`src/hdl/lqst_pkg.sv`:
```
package lqst_pkg;

    // default sizes of the slot pool and the template groups
    localparam int SLOTS_DEF     = 64;
    localparam int TEMPLATES_DEF = 16;

    // fixed field widths of the command and result transactions
    localparam int CMD_W  = 2;
    localparam int SLOT_W = 6;
    localparam int TMPL_W = 4;
    localparam int STAT_W = 2;
    localparam int CNT_W  = 7;

    localparam logic [CMD_W-1:0] CMD_INSERT = 2'd0;
    localparam logic [CMD_W-1:0] CMD_TOUCH  = 2'd1;
    localparam logic [CMD_W-1:0] CMD_EVICT  = 2'd2;

    localparam logic [STAT_W-1:0] ST_OK     = 2'd0;
    localparam logic [STAT_W-1:0] ST_EMPTY  = 2'd1;
    localparam logic [STAT_W-1:0] ST_BUSY   = 2'd2;
    localparam logic [STAT_W-1:0] ST_ABSENT = 2'd3;

    // read and write strobes of the link tables
    typedef struct packed {
        logic rd_en;
        logic up_we;
        logic tmpl_we;
        logic dn_we;
    } t_link_ctl;

    // update strobes of the per-template counters
    typedef struct packed {
        logic inc;
        logic dec;
    } t_cnt_ctl;

endpackage

```
`src/hdl/lqst_link_store.sv`:
```
module lqst_link_store
    import lqst_pkg::*;
#(
    parameter int SLOTS     = SLOTS_DEF,
    parameter int TEMPLATES = TEMPLATES_DEF,
    localparam int IW = $clog2(SLOTS),
    localparam int LW = $clog2(SLOTS + 1),
    localparam int TW = (TEMPLATES > 1) ? $clog2(TEMPLATES) : 1
) (
    input  logic          i_clk,
    input  t_link_ctl     i_ctl,
    input  logic [IW-1:0] i_rd_addr,
    input  logic [IW-1:0] i_a_addr,
    input  logic [LW-1:0] i_up_data,
    input  logic [TW-1:0] i_tmpl_data,
    input  logic [IW-1:0] i_dn_addr,
    input  logic [LW-1:0] i_dn_data,
    output logic [LW-1:0] o_up,
    output logic [TW-1:0] o_tmpl,
    output logic [LW-1:0] o_dn
);

    // table A holds {template, up link}, table B holds the down link
    logic [TW+LW-1:0] r_mem_a [SLOTS];
    logic [LW-1:0]    r_mem_dn [SLOTS];
    logic [TW+LW-1:0] r_a_q;
    logic [LW-1:0]    r_dn_q;

    always_ff @(posedge i_clk) begin
        if (i_ctl.up_we) begin
            r_mem_a[i_a_addr][LW-1:0] <= i_up_data;
        end
        if (i_ctl.tmpl_we) begin
            r_mem_a[i_a_addr][TW+LW-1:LW] <= i_tmpl_data;
        end
        if (i_ctl.dn_we) begin
            r_mem_dn[i_dn_addr] <= i_dn_data;
        end
        if (i_ctl.rd_en) begin
            r_a_q  <= r_mem_a[i_rd_addr];
            r_dn_q <= r_mem_dn[i_rd_addr];
        end
    end

    assign o_up   = r_a_q[LW-1:0];
    assign o_tmpl = r_a_q[TW+LW-1:LW];
    assign o_dn   = r_dn_q;

endmodule

```
`src/hdl/lqst_group_cnt.sv`:
```
module lqst_group_cnt
    import lqst_pkg::*;
#(
    parameter int SLOTS     = SLOTS_DEF,
    parameter int TEMPLATES = TEMPLATES_DEF,
    localparam int TW = (TEMPLATES > 1) ? $clog2(TEMPLATES) : 1,
    localparam int CW = $clog2(SLOTS + 1)
) (
    input  logic          i_clk,
    input  logic          i_rst_n,
    input  t_cnt_ctl      i_ctl,
    input  logic [TW-1:0] i_idx,
    output logic [CW-1:0] o_cnt,
    output logic [CW-1:0] o_cnt_nxt
);

    logic [CW-1:0] r_cnt [TEMPLATES];

    always_comb begin
        o_cnt     = r_cnt[i_idx];
        o_cnt_nxt = o_cnt;
        // saturate at the pool size and at zero
        if (i_ctl.inc && (o_cnt != CW'(SLOTS))) begin
            o_cnt_nxt = o_cnt + CW'(1);
        end else if (i_ctl.dec && (o_cnt != '0)) begin
            o_cnt_nxt = o_cnt - CW'(1);
        end
    end

    always_ff @(posedge i_clk) begin
        if (!i_rst_n) begin
            for (int i = 0; i < TEMPLATES; i++) begin
                r_cnt[i] <= '0;
            end
        end else if (i_ctl.inc || i_ctl.dec) begin
            r_cnt[i_idx] <= o_cnt_nxt;
        end
    end

endmodule

```
`src/hdl/lru_query_slot_tracker.sv`:
```
// Channel   Direction  Handshake          Payload
// command   in         i_valid / o_ready  i_command, i_slot, i_template
// result    out        o_valid / i_ready  o_status, o_result_slot, o_result_template,
//                                          o_template_count
//
// One command is worked at a time. Busy insert, touch of the top slot and evict pass
// through S_READ; insert through S_INS1 and, if the list was not empty, S_INS2; a touch
// that moves a slot through S_READ, S_TCH2 and S_TCH3, as each link table has a single
// write port. Answers needing no table access are given on acceptance. A result that
// meets an untaken output result waits in S_OUT until it drains. Reset empties the list,
// clears the valid marks and template counters at once; the link tables need no clearing.
module lru_query_slot_tracker
    import lqst_pkg::*;
#(
    parameter int SLOTS     = SLOTS_DEF,
    parameter int TEMPLATES = TEMPLATES_DEF
) (
    input  logic              i_clk,
    input  logic              i_rst_n,
    input  logic              i_valid,
    output logic              o_ready,
    input  logic [CMD_W-1:0]  i_command,
    input  logic [SLOT_W-1:0] i_slot,
    input  logic [TMPL_W-1:0] i_template,
    output logic              o_valid,
    input  logic              i_ready,
    output logic [STAT_W-1:0] o_status,
    output logic [SLOT_W-1:0] o_result_slot,
    output logic [TMPL_W-1:0] o_result_template,
    output logic [CNT_W-1:0]  o_template_count
);

    localparam int IW = $clog2(SLOTS);
    localparam int LW = $clog2(SLOTS + 1);
    localparam int TW = (TEMPLATES > 1) ? $clog2(TEMPLATES) : 1;
    localparam int CW = $clog2(SLOTS + 1);
    localparam logic [LW-1:0] NIL = LW'(SLOTS);

    localparam logic [2:0] S_IDLE = 3'd0;
    localparam logic [2:0] S_READ = 3'd1;
    localparam logic [2:0] S_TCH2 = 3'd2;
    localparam logic [2:0] S_TCH3 = 3'd3;
    localparam logic [2:0] S_INS1 = 3'd4;
    localparam logic [2:0] S_INS2 = 3'd5;
    localparam logic [2:0] S_OUT  = 3'd6;

    logic [2:0]        r_state, n_state;
    logic [CMD_W-1:0]  r_cmd, n_cmd;
    logic [IW-1:0]     r_slot, n_slot;
    logic [TW-1:0]     r_tp, n_tp;
    logic [LW-1:0]     r_u, n_u;
    logic [LW-1:0]     r_top, n_top;
    logic [LW-1:0]     r_bot, n_bot;
    logic [SLOTS-1:0]  r_valid, n_valid;
    logic [STAT_W-1:0] r_res_status, n_res_status;
    logic [SLOT_W-1:0] r_res_slot, n_res_slot;
    logic [TMPL_W-1:0] r_res_tmpl, n_res_tmpl;
    logic [CNT_W-1:0]  r_res_cnt, n_res_cnt;
    logic              r_out_valid, n_out_valid;
    logic [STAT_W-1:0] r_out_status, n_out_status;
    logic [SLOT_W-1:0] r_out_slot, n_out_slot;
    logic [TMPL_W-1:0] r_out_tmpl, n_out_tmpl;
    logic [CNT_W-1:0]  r_out_cnt, n_out_cnt;

    logic              w_accept;
    logic              w_out_free;
    logic [31:0]       w_slot_ext;
    logic              w_in_range;
    logic [IW-1:0]     w_slot_idx;
    logic [TW-1:0]     w_tmod [1 << TMPL_W];

    t_link_ctl         w_link_ctl;
    logic [IW-1:0]     w_rd_addr;
    logic [IW-1:0]     w_a_addr;
    logic [LW-1:0]     w_up_data;
    logic [TW-1:0]     w_tmpl_data;
    logic [IW-1:0]     w_dn_addr;
    logic [LW-1:0]     w_dn_data;
    logic [LW-1:0]     w_q_up;
    logic [TW-1:0]     w_q_tmpl;
    logic [LW-1:0]     w_q_dn;

    t_cnt_ctl          w_cnt_ctl;
    logic [TW-1:0]     w_cnt_idx;
    logic [CW-1:0]     w_cnt;
    logic [CW-1:0]     w_cnt_nxt;

    logic              w_fin;
    logic [STAT_W-1:0] w_fin_status;
    logic [SLOT_W-1:0] w_fin_slot;
    logic [TMPL_W-1:0] w_fin_tmpl;
    logic [CNT_W-1:0]  w_fin_cnt;

    // template reduction table, worked out at elaboration
    genvar k;
    for (k = 0; k < (1 << TMPL_W); k++) begin : g_tmod
        assign w_tmod[k] = TW'(k % TEMPLATES);
    end

    assign o_ready    = (r_state == S_IDLE);
    assign w_accept   = i_valid && o_ready;
    assign w_out_free = !r_out_valid || i_ready;
    assign w_slot_ext = 32'(i_slot);
    assign w_in_range = (w_slot_ext < 32'(SLOTS));
    assign w_slot_idx = w_slot_ext[IW-1:0];

    lqst_link_store #(
        .SLOTS     (SLOTS),
        .TEMPLATES (TEMPLATES)
    ) u_links (
        .i_clk       (i_clk),
        .i_ctl       (w_link_ctl),
        .i_rd_addr   (w_rd_addr),
        .i_a_addr    (w_a_addr),
        .i_up_data   (w_up_data),
        .i_tmpl_data (w_tmpl_data),
        .i_dn_addr   (w_dn_addr),
        .i_dn_data   (w_dn_data),
        .o_up        (w_q_up),
        .o_tmpl      (w_q_tmpl),
        .o_dn        (w_q_dn)
    );

    lqst_group_cnt #(
        .SLOTS     (SLOTS),
        .TEMPLATES (TEMPLATES)
    ) u_counts (
        .i_clk     (i_clk),
        .i_rst_n   (i_rst_n),
        .i_ctl     (w_cnt_ctl),
        .i_idx     (w_cnt_idx),
        .o_cnt     (w_cnt),
        .o_cnt_nxt (w_cnt_nxt)
    );

    always_comb begin
        n_state      = r_state;
        n_cmd        = r_cmd;
        n_slot       = r_slot;
        n_tp         = r_tp;
        n_u          = r_u;
        n_top        = r_top;
        n_bot        = r_bot;
        n_valid      = r_valid;
        n_res_status = r_res_status;
        n_res_slot   = r_res_slot;
        n_res_tmpl   = r_res_tmpl;
        n_res_cnt    = r_res_cnt;
        n_out_valid  = r_out_valid && !i_ready;
        n_out_status = r_out_status;
        n_out_slot   = r_out_slot;
        n_out_tmpl   = r_out_tmpl;
        n_out_cnt    = r_out_cnt;

        w_link_ctl   = '0;
        w_rd_addr    = (i_command == CMD_EVICT) ? r_bot[IW-1:0] : w_slot_idx;
        w_a_addr     = r_slot;
        w_up_data    = NIL;
        w_tmpl_data  = r_tp;
        w_dn_addr    = r_slot;
        w_dn_data    = NIL;
        w_cnt_ctl    = '0;
        w_cnt_idx    = r_tp;

        w_fin        = 1'b0;
        w_fin_status = ST_OK;
        w_fin_slot   = '0;
        w_fin_tmpl   = '0;
        w_fin_cnt    = '0;

        unique case (r_state)
            S_IDLE: begin
                if (w_accept) begin
                    n_cmd  = i_command;
                    n_slot = w_slot_idx;
                    n_tp   = w_tmod[i_template];
                    unique case (i_command)
                        CMD_INSERT: begin
                            if (!w_in_range) begin
                                w_fin        = 1'b1;
                                w_fin_status = ST_ABSENT;
                                w_fin_slot   = i_slot;
                            end else if (r_valid[w_slot_idx]) begin
                                w_link_ctl.rd_en = 1'b1;
                                n_state          = S_READ;
                            end else begin
                                n_state = S_INS1;
                            end
                        end
                        CMD_TOUCH: begin
                            if (!(w_in_range && r_valid[w_slot_idx])) begin
                                w_fin        = 1'b1;
                                w_fin_status = ST_ABSENT;
                                w_fin_slot   = i_slot;
                            end else begin
                                w_link_ctl.rd_en = 1'b1;
                                n_state          = S_READ;
                            end
                        end
                        CMD_EVICT: begin
                            if (r_bot == NIL) begin
                                w_fin        = 1'b1;
                                w_fin_status = ST_EMPTY;
                            end else begin
                                n_slot           = r_bot[IW-1:0];
                                w_link_ctl.rd_en = 1'b1;
                                n_state          = S_READ;
                            end
                        end
                        default: begin
                            w_fin = 1'b1;
                        end
                    endcase
                end
            end
            S_READ: begin
                w_cnt_idx = w_q_tmpl;
                n_tp      = w_q_tmpl;
                unique case (r_cmd)
                    CMD_INSERT: begin
                        w_fin        = 1'b1;
                        w_fin_status = ST_BUSY;
                        w_fin_slot   = SLOT_W'(r_slot);
                        w_fin_tmpl   = TMPL_W'(w_q_tmpl);
                        w_fin_cnt    = CNT_W'(w_cnt);
                    end
                    CMD_TOUCH: begin
                        if (r_top == LW'(r_slot)) begin
                            w_fin        = 1'b1;
                            w_fin_slot   = SLOT_W'(r_slot);
                            w_fin_tmpl   = TMPL_W'(w_q_tmpl);
                            w_fin_cnt    = CNT_W'(w_cnt);
                        end else begin
                            // unlink: a slot below the top always has an upper neighbor
                            w_link_ctl.dn_we = 1'b1;
                            w_dn_addr        = w_q_up[IW-1:0];
                            w_dn_data        = w_q_dn;
                            if (w_q_dn == NIL) begin
                                n_bot = w_q_up;
                            end else begin
                                w_link_ctl.up_we = 1'b1;
                                w_a_addr         = w_q_dn[IW-1:0];
                                w_up_data        = w_q_up;
                            end
                            n_state = S_TCH2;
                        end
                    end
                    CMD_EVICT: begin
                        // the bottom slot has no lower neighbor
                        if (w_q_up == NIL) begin
                            n_top = NIL;
                        end else begin
                            w_link_ctl.dn_we = 1'b1;
                            w_dn_addr        = w_q_up[IW-1:0];
                            w_dn_data        = NIL;
                        end
                        n_bot           = w_q_up;
                        n_valid[r_slot] = 1'b0;
                        w_cnt_ctl.dec   = 1'b1;
                        w_fin           = 1'b1;
                        w_fin_slot      = SLOT_W'(r_slot);
                        w_fin_tmpl      = TMPL_W'(w_q_tmpl);
                        w_fin_cnt       = CNT_W'(w_cnt_nxt);
                    end
                    default: begin
                        n_state = S_IDLE;
                    end
                endcase
            end
            S_TCH2: begin
                // link on top: the list holds at least two slots here
                w_link_ctl.dn_we = 1'b1;
                w_dn_data        = r_top;
                w_link_ctl.up_we = 1'b1;
                w_a_addr         = r_top[IW-1:0];
                w_up_data        = LW'(r_slot);
                n_top            = LW'(r_slot);
                n_state          = S_TCH3;
            end
            S_TCH3: begin
                w_link_ctl.up_we = 1'b1;
                w_fin            = 1'b1;
                w_fin_slot       = SLOT_W'(r_slot);
                w_fin_tmpl       = TMPL_W'(r_tp);
                w_fin_cnt        = CNT_W'(w_cnt);
            end
            S_INS1: begin
                w_link_ctl.up_we   = 1'b1;
                w_link_ctl.tmpl_we = 1'b1;
                w_link_ctl.dn_we   = 1'b1;
                w_dn_data          = r_top;
                n_top              = LW'(r_slot);
                n_u                = r_top;
                n_valid[r_slot]    = 1'b1;
                w_cnt_ctl.inc      = 1'b1;
                if (r_top == NIL) begin
                    n_bot      = LW'(r_slot);
                    w_fin      = 1'b1;
                    w_fin_slot = SLOT_W'(r_slot);
                    w_fin_tmpl = TMPL_W'(r_tp);
                    w_fin_cnt  = CNT_W'(w_cnt_nxt);
                end else begin
                    n_state = S_INS2;
                end
            end
            S_INS2: begin
                // point the old top up at the new slot
                w_link_ctl.up_we = 1'b1;
                w_a_addr         = r_u[IW-1:0];
                w_up_data        = LW'(r_slot);
                w_fin            = 1'b1;
                w_fin_slot       = SLOT_W'(r_slot);
                w_fin_tmpl       = TMPL_W'(r_tp);
                w_fin_cnt        = CNT_W'(w_cnt);
            end
            S_OUT: begin
                if (w_out_free) begin
                    n_out_valid  = 1'b1;
                    n_out_status = r_res_status;
                    n_out_slot   = r_res_slot;
                    n_out_tmpl   = r_res_tmpl;
                    n_out_cnt    = r_res_cnt;
                    n_state      = S_IDLE;
                end
            end
            default: begin
                n_state = S_IDLE;
            end
        endcase

        // hand the result to the output register, or hold it until that drains
        if (w_fin) begin
            if (w_out_free) begin
                n_out_valid  = 1'b1;
                n_out_status = w_fin_status;
                n_out_slot   = w_fin_slot;
                n_out_tmpl   = w_fin_tmpl;
                n_out_cnt    = w_fin_cnt;
                n_state      = S_IDLE;
            end else begin
                n_res_status = w_fin_status;
                n_res_slot   = w_fin_slot;
                n_res_tmpl   = w_fin_tmpl;
                n_res_cnt    = w_fin_cnt;
                n_state      = S_OUT;
            end
        end
    end

    always_ff @(posedge i_clk) begin
        if (!i_rst_n) begin
            r_state     <= S_IDLE;
            r_top       <= NIL;
            r_bot       <= NIL;
            r_valid     <= '0;
            r_out_valid <= 1'b0;
        end else begin
            r_state     <= n_state;
            r_top       <= n_top;
            r_bot       <= n_bot;
            r_valid     <= n_valid;
            r_out_valid <= n_out_valid;
        end
    end

    always_ff @(posedge i_clk) begin
        r_cmd        <= n_cmd;
        r_slot       <= n_slot;
        r_tp         <= n_tp;
        r_u          <= n_u;
        r_res_status <= n_res_status;
        r_res_slot   <= n_res_slot;
        r_res_tmpl   <= n_res_tmpl;
        r_res_cnt    <= n_res_cnt;
        r_out_status <= n_out_status;
        r_out_slot   <= n_out_slot;
        r_out_tmpl   <= n_out_tmpl;
        r_out_cnt    <= n_out_cnt;
    end

    assign o_valid           = r_out_valid;
    assign o_status          = r_out_status;
    assign o_result_slot     = r_out_slot;
    assign o_result_template = r_out_tmpl;
    assign o_template_count  = r_out_cnt;

endmodule
```
`config.mk`:
```
export PLATFORM = sky130hd
export DESIGN_NAME = lru_query_slot_tracker
export DESIGN_NICKNAME = d
export VERILOG_FILES = /design/src/hdl/lqst_pkg.sv /design/src/hdl/lqst_link_store.sv /design/src/hdl/lqst_group_cnt.sv /design/src/hdl/lru_query_slot_tracker.sv
export SDC_FILE = /design/constraint.sdc
export NUM_CORES = 2
export LEC_CHECK = 0
export BUFFER_PORTS_ARGS = -buffer_cell sky130_fd_sc_hd__buf_4
export CAP_MARGIN = 0
export CORE_UTILIZATION = 25
export CTS_CLUSTER_DIAMETER = 120
export DETAILED_ROUTE_END_ITERATION = 8
export GPL_ROUTABILITY_DRIVEN = 1
export SETUP_SLACK_MARGIN = 0.2
export SYNTH_ARGS = -nofsm -noshare
export SYNTH_HDL_FRONTEND = slang
export SYNTH_HIERARCHICAL = 1
export SYNTH_SLANG_ARGS = --single-unit
```
`constraint.sdc`:
```
create_clock -name i_clk -period 7.67 [get_ports i_clk]
set_input_delay 0.767 -clock i_clk [delete_from_list [all_inputs] [get_ports i_clk]]
set_output_delay 0.767 -clock i_clk [all_outputs]
set_load 0.02 [all_outputs]
```
==> out/qor.csv <==
metric,value,unit
grt_pass1_vias,32600,
crit_path_end_kind,register,
fmax,0.171,GHz
h-tree-depth,4,
vias,32700,
gr-total-overflow,0,
pwr-share-seq,0.463,
power.density,290,nW/um^2
cap_violations,0,
post-route-util,0.286,
final.setup.tns,0,ps
grt_max_degree,101,
first_pass_iters,6,
dp.cells,6591,
synthFlopType,edfxtp_1,
syn_area,59100,sq um
viasPerCell,4.76,
final.min_clock_period,5850,ps
final_cells,6867,
first_iter_violations,3505,
cts_buffer_depth,3,
syn_nets,3605,
synth_warnings,6,
r2r-start,r_state[0],
maxSlewViolCount,0,
rsz0062_at_grt,no,
dp_hpwl,92200,microns
initial_core_util,0.251,
cts.reportedPaths.clkPinSlew,60,ps
grt_busiest_layer,met2,
layout-drive-gt1-share,0.189,
async_flop_share,0,
crit_fanout,30,
worst_ep_required_time,8340,ps
hold_buffers,0,
fill_cells,23400,
ys_ff_latch,1420,
gp_congestion,0.849,
synthTopCellsByArea,"edfxtp_1 67%, mux4_2 10%, dfxtp_1 3.4%",
finalClockSkew,63.2,ps
syn2layout_area_growth,13.9,%
synthCells,3578,
yosysMostFrequentCell,edfxtp_1,
synth-seq-area-share,0.704,
insertion_delay,790,ps
reg2reg_slack,1820,ps
ir_worst_vdd,0.000168,V
max_slew_margin,0.210,
synth_area_leader_cell,edfxtp_1,
holdPathStages,1,
clock-sinks,1420,
finalNetCount,3620,
cp.arrival,6520,ps
setup.worst_path.start_class,register,
cts-resized-gates,0,
grt_pass1_wl,220000,microns
worstSetupPathType,reg -> reg,
status,completed,
hold_end,r_cmd[0],
setup_violations,0,
swShare,0.291,
min_period_over_period,0.763,
die_w,488,microns
die_h,488,microns
cts_made_buffers,149,
grtUsageMet1,0.166,
antenna_found_initial,1,
rows,178,
clockRootBuffer,clkbuf_16,
worst_pin_slew,1180,ps
track_usage,0.124,
post_cts_buffers,0,
switchingPower,5.68,mW
drc,0,
use_met2,0.199,
wl_per_cell,21.8,microns
multi_input_area,16200,sq um
dieArea,238000,sq um
leakage,20.6,nW
ys_types,94,
ys_top_cells_by_count,"1319 x edfxtp_1, 315 x nand2_1, 313 x nor2_1, 273 x mux4_2, 174 x mux2i_1",
p_int,13.8,mW
hp-start,i_command[0],
cts_tree,done,
ant_nets,0,
routed_wirelength,150000,microns
hold_viol,0,
synth-edff-count,1319,
power_frac_comb,0.184,
critical_path.reg2reg.endpoint,o_template_count[4],
p_clk_frac,0.352,
synth.avg_cell_area,16.5,sq um
coreArea,235000,sq um
seqCellArea,41600,sq um
io_pins,37,
hp-class,in -> reg,
synth_top_area_frac,0.670,
grt_use_met3,0.0264,
ff2ff_path_depth,17,
place.port_buffers,36,
-- per-layer routing --
| layer | part of all wire | vias to the layer above |
|---|---|---|
| met2 | 0.47 | 1312 |
| met1 | 0.42 | 17000 |
| met3 | 0.077 | 232 |
| met4 | 0.026 | 0 |
| li1 | - | 14100 |
| met5 | 0 | - |
-- worst max-delay path, stage by stage (launching register included) --
cell,delay [ps]
dfxtp_1,500
nor2b_1,320
and2_1,420
nand2_1,150
nand2_2,690
mux4_2,620
nand2_1,90
and4_1,430
ha_1,230
nand2_1,130
inv_1,120
nand4_1,140
nor3b_1,200
nor4_4,770
nand2_1,220
a22oi_1,240
o21ai_0,140
mux2_2,290
-- placed cells by master (no fill, tap or decap), types with 39 or more instances in the layout --
| master | count |
|---|---|
| a21oi_1 | 142 |
| a22oi_1 | 46 |
| buf_4 | 100 |
| clkbuf_16 | 150 |
| clkinv_1 | 40 |
| dfxtp_1 | 101 |
| edfxtp_1 | 1319 |
| mux2_2 | 44 |
| mux2i_1 | 174 |
| mux4_2 | 273 |
| nand2_1 | 314 |
| nand3_1 | 101 |
| nor2_1 | 313 |
| o21ai_0 | 39 |
-- stage by stage --
stage / area [sq um] / worst slack, ps / power [mW] / hold WS (ps)
2_1_floorplan: 59100 / 3000 / 11.7 / 433
3_3_place_gp: 62700 / 2060 / 12.7 / 439
3_5_place_dp: 62700 / 1850 / 12.8 / 447
4_1_cts: 67300 / 1830 / 19.6 / 164
5_1_grt: 67300 / 1350 / 20.2 / 189
6_report: 67300 / 1820 / 19.5 / 238
-- area by class of cell --
type                       count  area share
inverter                      26     0.00145
sequential                  1420       0.618
antenna                        1   0.0000372
timing repair buffer         104      0.0121
clock buffer                 188      0.0585
tap                         3150      0.0585
clock inverter                86      0.0109
multi-input combinational   1892       0.240
-- state kept, by name, indices dropped and copies added (netlist names), 6 cells and up, named ones only --
register and flops:
u_links/r_mem_a 704, u_links/r_mem_dn 448, u_counts/r_cnt 112, u_links/r_a_q 11, o_template_count 7, r_bot 7, r_res_cnt 7, r_top 7
u_links/o_dn 7, o_result_slot 6, r_res_slot 6, r_slot 6, r_u 6
-- cell families (layout without fill, tap and decap cells) --
| kind of cell | Yosys count | count (layout) | synth area share |
|---|---|---|---|
| xor gates and xnor gates | 7 | 7 | 0.00104 |
| adders and majority gates | 11 | 11 | 0.00233 |
| buffers and inverters | 266 | 404 | 0.0236 |
| and+or+nand+nor | 937 | 937 | 0.0732 |
| AOI/OAI and AO/OA | 434 | 434 | 0.0504 |
| DFF | 1420 | 1420 | 0.704 |
| muxes | 503 | 503 | 0.145 |
| other | 0 | 1 | 0 |
-- power groups by stage --
stage / Sequential [mW] / Clock (mW) / Combinational, mW
after floorplan: 9.26 / 0 / 2.39
after global placement: 9.19 / 0 / 3.52
after detailed placement: 9.20 / 0 / 3.58
after CTS: 9.03 / 7.02 / 3.59
after global routing: 9.05 / 7.29 / 3.83
final: 9.04 / 6.88 / 3.60
-- how the worst max path moves through the flow --
| stage | endpoint | depth (start not counted) | slack, ps | startpoint |
|---|---|---|---|---|
| 5_1_grt | o_template_count[4] | 17 | 1350 | r_state[0] |
| 3_3_place_gp | o_template_count[5] | 15 | 2060 | r_state[0] |
| 2_1_floorplan | o_template_count[4] | 22 | 3000 | r_state[2] |
| 6_report | o_template_count[4] | 17 | 1820 | r_state[0] |
| 4_1_cts | o_template_count[4] | 17 | 1830 | r_state[0] |
| 3_5_place_dp | o_template_count[4] | 17 | 1850 | r_state[0] |
Note: power is estimated with default switching activity, not from simulation.
